--- config.mk ---
export PLATFORM = sky130hd
export DESIGN_NAME = bft_ram
export DESIGN_NICKNAME = d
export VERILOG_FILES = /design/src/rtl/core/bft_ram.sv
export SDC_FILE = /design/constraint.sdc
export NUM_CORES = 1
export LEC_CHECK = 0
export ABC_AREA = 1
export BUFFER_PORTS_ARGS = -buffer_cell sky130_fd_sc_hd__buf_4
export CORE_MARGIN = 3
export CORE_UTILIZATION = 42
export CTS_BUF_LIST = sky130_fd_sc_hd__clkbuf_4
export DETAILED_ROUTE_END_ITERATION = 7
export PLACE_DENSITY = 0.67
export SYNTH_ARGS = -nofsm -noshare
export SYNTH_HDL_FRONTEND = slang
export SYNTH_SLANG_ARGS = --single-unit
--- constraint.sdc ---
create_clock -name clk_i -period 2.4 [get_ports clk_i]
set_clock_uncertainty 0.1 [all_clocks]
set_input_delay 0 -clock clk_i [delete_from_list [all_inputs] [get_ports clk_i]]
set_output_delay 0 -clock clk_i [all_outputs]
set_load 0.01 [all_outputs]
--- src/rtl/core/bft_ram.sv ---
// ----------------------------------------------------------------------------
// bft_ram
// Simple dual-port RAM: one write port, one read port, registered read.
// ----------------------------------------------------------------------------
module bft_ram #(
  parameter int Width = 8,
  parameter int Depth = 16
) (
  input  logic                     clk_i,
  input  logic                     we_i,
  input  logic [$clog2(Depth)-1:0] waddr_i,
  input  logic [Width-1:0]         wdata_i,
  input  logic [$clog2(Depth)-1:0] raddr_i,
  output logic [Width-1:0]         rdata_o
);

  logic [Width-1:0] mem_q [Depth];

  always_ff @(posedge clk_i) begin
    if (we_i) begin
      mem_q[waddr_i] <= wdata_i;
    end
    rdata_o <= mem_q[raddr_i];
  end

endmodule

==> impl_metrics.csv, run 1 <==
group,metric,value,unit
global_routing,busiest_layer,"met2",
yosys,synth_top_area_share,66.7,%
drt,viasPerCell,4.84,
global_routing,grt_pass1_wl,19600,µm
critical_path,critPathTopFamily,"buffers and inverters",
global_routing,grt_use_met2,27.9,%
finish,final_common_cell,"nand2_1",
timing,fin_hold_ws,57.8,ps
yosys,syn_area_per_cell,10.5,µm²
drt,drc_errors,0,
global_routing,grt.total_usage,17.6,%
critical_path,r2r-start,"mem_q[9][6]",
critical_path,crit_top_cell,"dlygate4sd3_1",
pwr,power_density,664,nW/µm²
floorplanning,coreArea,13300,µm²
timing,clock.fmax,0.441,GHz
critical_path,crit_buf_inv,5,
finish,fin_nets,620,
global_routing,grt-ovfl-total,0,
global_routing,use_met1,23.5,%
status,status,"finished, final reports clean",
cts,cts_root_buf,"clkbuf_4",
yosys,synth_area,5770,µm²
critical_path,path_cells,"dlygate4sd3_1 > buf_4 > clkinvlp_4 > nand3_1 > nand3_1 > dlygate4sd3_1 > nand2_1 > dlygate4sd3_1",
finish,synthToLayoutAreaGrowth,13.5,%
pwr,irDropWorstVdd,0.000517,V
global_routing,antenna_found_initial,1,
critical_path,startpoint_type,"input pin",
global_routing,grt.met3_usage,4.67,%
finish,fin_util,49.0,%
global_routing,grt_pass1_vias,3759,
cts,clock_path_buffers,2,
yosys,ys_types,12,
pwr,leakage,0.00281,µW
cts,htreeDepth,4,
critical_path,cp_slowest_cell,"dlygate4sd3_1",
placement,hpwl,7540,µm
timing,finalCritPeriodShare,94.4,%
yosys,synth_seq_cells,136,
floorplanning,start_util,43.2,%
critical_path,crit_required,2760,ps
critical_path,worstPathMaxFanout,17,
timing,rsz0062_at_grt,"false",
floorplanning,ios,26,
drt,ant_nets,0,
worst_hold_path,hold_start,"raddr_i[0]",
timing,final_max_slew_viol_count,0,
critical_path,reg2reg_to,"rdata_o[6]",
cts,clkSlewWorstSetupHoldPaths,100,ps
critical_path,reg2reg_depth,8,
cts,clk_latency,520,ps
critical_path,max_stage_delay,560,ps
worst_hold_path,min_path_type,"input pin to register",
critical_path,arrival,2630,ps
drt,via_count,3836,
yosys,synthTopCellsByArea,"edfxtp_1, nand2_1, nand3_1, inv_1, dfxtp_1",
critical_path,reg2reg_setup_slack,290,ps
timing,worst_pin_slew,893,ps
floorplanning,rows,42,
placement,placement.cell_area,6080,µm²
job,maxCapViolations,0,
finish,fillers,1218,
drt,drt_first_pass_iters,5,
yosys,yosys_warnings,0,
drt,wl_per_cell,15.4,µm
critical_path,cp-end-kind,"register",
floorplanning,die_w,123,µm
timing,period_needed,2270,ps
timing,max_slew_margin,40.2,%
floorplanning,fp.dieArea,15200,µm²
yosys,ys_seq_area_share,69.4,%
cts,cts_tree,"yes",
cts,cts.sinks,136,
cts,cts_buffers,17,
yosys,synthCells,551,
placement,gp_congestion,0.792,
timing,setup_violations,0,
yosys,syn_nets,569,
placement,port_buffers,25,
worst_hold_path,whs_endpoint,"rdata_o[4]",
yosys,yosys.area.top_type,"edfxtp_1",
timing,tns,0,ps
finish,layout_common_cells,"nand2_1, edfxtp_1, inv_1, nand3_1, buf_4",
critical_path,crit_type,"input pin to register",
finish,final_area,6550,µm²
finish,drive_above_1_share,11.1,%
pwr,power,4350,µW
floorplanning,die_y,123,µm
timing,hold_viol_final,0,
global_routing,grt_max_degree,41,
cts,cts_setup_buffers,0,
drt,wirelength,12200,µm
drt,drtIter0Drc,340,
worst_hold_path,hold_path_depth,6,
-- synth_stat cells --
| cell type | n |
|---|---|
| dfxtp_1 | 8 |
| buf_4 | 4 |
| nand3_1 | 97 |
| nand3b_1 | 2 |
| nor2_1 | 17 |
| buf_1 | 1 |
| edfxtp_1 | 128 |
| nand2_1 | 173 |
| buf_6 | 6 |
| inv_1 | 100 |
| buf_2 | 13 |
| inv_2 | 2 |
-- stage by stage --
step	std cells	worst slack, ps
2_1_floorplan	551	1350
6_report	792	135
4_1_cts	791	126
3_5_place_dp	738	854
3_3_place_gp	738	897
5_1_grt	792	42.2
-- area by class of cell --
type | count | area (µm²) | area share [%]
antenna | 1 | 2.50 | 0.0382
clock inverter | 7 | 57.6 | 0.879
multi-input combinational | 289 | 1210 | 18.5
timing repair buffer | 56 | 473 | 7.23
clock buffer | 25 | 188 | 2.87
tap | 176 | 220 | 3.36
sequential | 136 | 4000 | 61.2
inverter | 102 | 387 | 5.91
-- cells by family after synthesis --
family,count (synthesis),share of synthesized area (%)
AND/OR/NAND/NOR,289,21.0
flip-flops,136,69.4
buffers and inverters,126,9.52
-- tightest hold or removal path, delay by kind of cell --
kind	cells	cell delay, ps
buffers and inverters	1	240
AND/OR/NAND/NOR	5	390
-- registers in the layout, indices dropped and copies added, names as in the netlist --
| signal | flops |
|---|---|
| mem_q | 128 |
| rdata_o | 8 |
-- layer usage --
layer / up-vias / routed length (µm)
li1: 1876 / -
met2: 122 / 5820
met1: 1825 / 5470
met3: 13 / 713
met4: 0 / 230
met5: - / 0
-- worst max path at each step --
stage,startpoint,end,cells past startpoint
6_report,raddr_i[2],rdata_o[6],8
4_1_cts,raddr_i[2],rdata_o[6],8
5_1_grt,raddr_i[2],rdata_o[6],8
3_5_place_dp,raddr_i[0],rdata_o[4],7
2_1_floorplan,waddr_i[2],mem_q[10][0],2
3_3_place_gp,raddr_i[0],rdata_o[4],7
-- power by group --
part / switching, µW / leakage [µW] / internal, µW
combinational: 226 / 0.00144 / 128
clock: 735 / 0.000148 / 594
sequential: 15.8 / 0.00122 / 2650
total: 976 / 0.00281 / 3370
-- timing repair --
action,CTS,global route
setup endpoints to repair,0,1
resized for setup,0,1
hold endpoints to repair,156,0
hold buffers,21,0
Power figures use the tool's default switching activity.
==> run 2, diff against run 1 <==
--- a/config.mk
+++ b/config.mk
@@ -8,4 +8,5 @@
 export ABC_AREA = 1
 export BUFFER_PORTS_ARGS = -buffer_cell sky130_fd_sc_hd__buf_4
+export CORE_ASPECT_RATIO = 1.5
 export CORE_MARGIN = 3
 export CORE_UTILIZATION = 42
--- a/constraint.sdc
+++ b/constraint.sdc
@@ -3,3 +3,3 @@
 set_input_delay 0 -clock clk_i [delete_from_list [all_inputs] [get_ports clk_i]]
 set_output_delay 0 -clock clk_i [all_outputs]
-set_load 0.01 [all_outputs]
+set_load 0.1 [all_outputs]
==> impl_metrics.csv, run 2 (synthesis results as in run 1) <==
group,metric,value,unit
floorplanning,die_y,150,µm
timing,clock.fmax,0.435,GHz
global_routing,grt.total_usage,17.4,%
finish,largest_reg_flops,128,
global_routing,antenna_found_initial,1,
finish,fin_nets,619,
drt,drtIter0Drc,255,
timing,max_slew_margin,46.8,%
drt,wl_per_cell,16.5,µm
placement,dp.cells,717,
timing,fin_hold_ws,89.8,ps
floorplanning,start_util,43.7,%
critical_path,crit_type,"input pin to register",
floorplanning,coreArea,13200,µm²
critical_path,reg2reg_to,"rdata_o[7]",
pwr,leakage,0.00287,µW
placement,hpwl,7680,µm
status,status,"finished, final reports clean",
worst_hold_path,min_path_type,"input pin to register",
placement,port_buffers,25,
worst_hold_path,hold_path_depth,6,
finish,multi_input_area,1210,µm²
cts,cts_setup_buffers,0,
critical_path,reg2reg_depth,8,
finish,top_regs,"mem_q: 128 flops, rdata_o: 8 flops",
finish,synthToLayoutAreaGrowth,15.9,%
timing,setup_violations,0,
floorplanning,fp.dieArea,15200,µm²
drt,viasPerCell,4.95,
critical_path,cp-end-kind,"register",
finish,layout_common_cells,"nand2_1, edfxtp_1, inv_1, nand3_1, buf_4",
drt,via_count,3835,
cts,clk_latency,520,ps
cts,clkSlewWorstSetupHoldPaths,120,ps
finish,largest_register,"mem_q",
floorplanning,ios,26,
cts,cts_root_buf,"clkbuf_4",
finish,drive_above_1_share,10.4,%
cts,htreeDepth,4,
pwr,power,4970,µW
pwr,irDropWorstVdd,0.000456,V
finish,final_common_cell,"nand2_1",
finish,fillers,1135,
pwr,power_density,743,nW/µm²
timing,hold_viol_final,0,
finish,regArea,4000,µm²
cts,cts.sinks,136,
worst_hold_path,whs_endpoint,"rdata_o[0]",
critical_path,worstPathMaxFanout,17,
cts,cts_buffers,17,
drt,ant_nets,0,
global_routing,grt_pass1_wl,19500,µm
drt,wirelength,12700,µm
floorplanning,die_w,102,µm
finish,finalNonFillerCells,774,
timing,worst_pin_slew,795,ps
timing,final_max_slew_viol_count,0,
floorplanning,rows,51,
critical_path,reg2reg_setup_slack,260,ps
critical_path,crit_required,2720,ps
global_routing,grt_max_degree,65,
placement,gp_congestion,0.868,
timing,period_needed,2300,ps
finish,final_area,6680,µm²
global_routing,grt-ovfl-total,0,
critical_path,startpoint_type,"input pin",
cts,clock_path_buffers,2,
critical_path,arrival,2620,ps
timing,finalCritPeriodShare,95.9,%
drt,drc_errors,0,
critical_path,r2r-start,"mem_q[13][7]",
drt,drt_first_pass_iters,4,
cts,cts_tree,"yes",
worst_hold_path,hold_start,"raddr_i[1]",
global_routing,grt_pass1_vias,3819,
job,maxCapViolations,0,
critical_path,crit_start,"raddr_i[2]",
placement,placement.cell_area,6040,µm²
[run 2: stage by stage]
step	worst slack (ps)	setup TNS, ps	util [%]
2_1_floorplan	1350	0	-
3_3_place_gp	984	0	45.8
3_5_place_dp	900	0	45.8
4_1_cts	61.2	0	50.1
5_1_grt	-1.75	-1.75	50.6
6_report	99.4	0	50.6
[run 2: metal layers]
metal / wire length, µm / global-route usage [%] / vias to the layer above
li1: - / - / 1875
met1: 4860 / 20.3 / 1797
met2: 6780 / 30.1 / 138
met3: 738 / 3.68 / 25
met4: 371 / 8.38 / 0
met5: 0 / 0 / -
[run 2: where the power goes]
part	total (µW)	leakage, µW	switching, µW	internal (µW)
combinational	482	0.00146	343	140
sequential	2670	0.00122	15.8	2650
clock	1820	0.000188	796	1020
total	4970	0.00287	1150	3810
[run 2: how the worst max path moves through the flow]
stage / slack (ps) / end
2_1_floorplan: 1350 / mem_q[10][0]
3_3_place_gp: 980 / mem_q[12][6]
3_5_place_dp: 900 / mem_q[10][4]
4_1_cts: 60 / rdata_o[7]
5_1_grt: -2 / rdata_o[7]
6_report: 100 / rdata_o[7]
[run 2: what timing repair did]
action	CTS	global route
gates resized for setup	0	2
endpoints found under the setup margin	0	1
endpoints found under the hold margin	219	0
hold buffers	22	0
[run 2: layout make-up]
cell class	instances	share of cell area (%)
diodes	1	0.0374
clock buffers	17	1.91
clock inverters	15	3.46
inverters	102	5.73
multi-input cells	289	18.2
flip-flops and latches	136	59.9
well taps	159	2.98
repair buffers	55	7.82
[run 2: worst max-delay path, cell delays in order]
cell and delay, ps:
dlygate4sd3_1 540, buf_4 220, inv_1 470, nand3_1 150, nand3_1 100, dlygate4sd3_1 550, nand2_1 40, dlygate4sd3_1 540
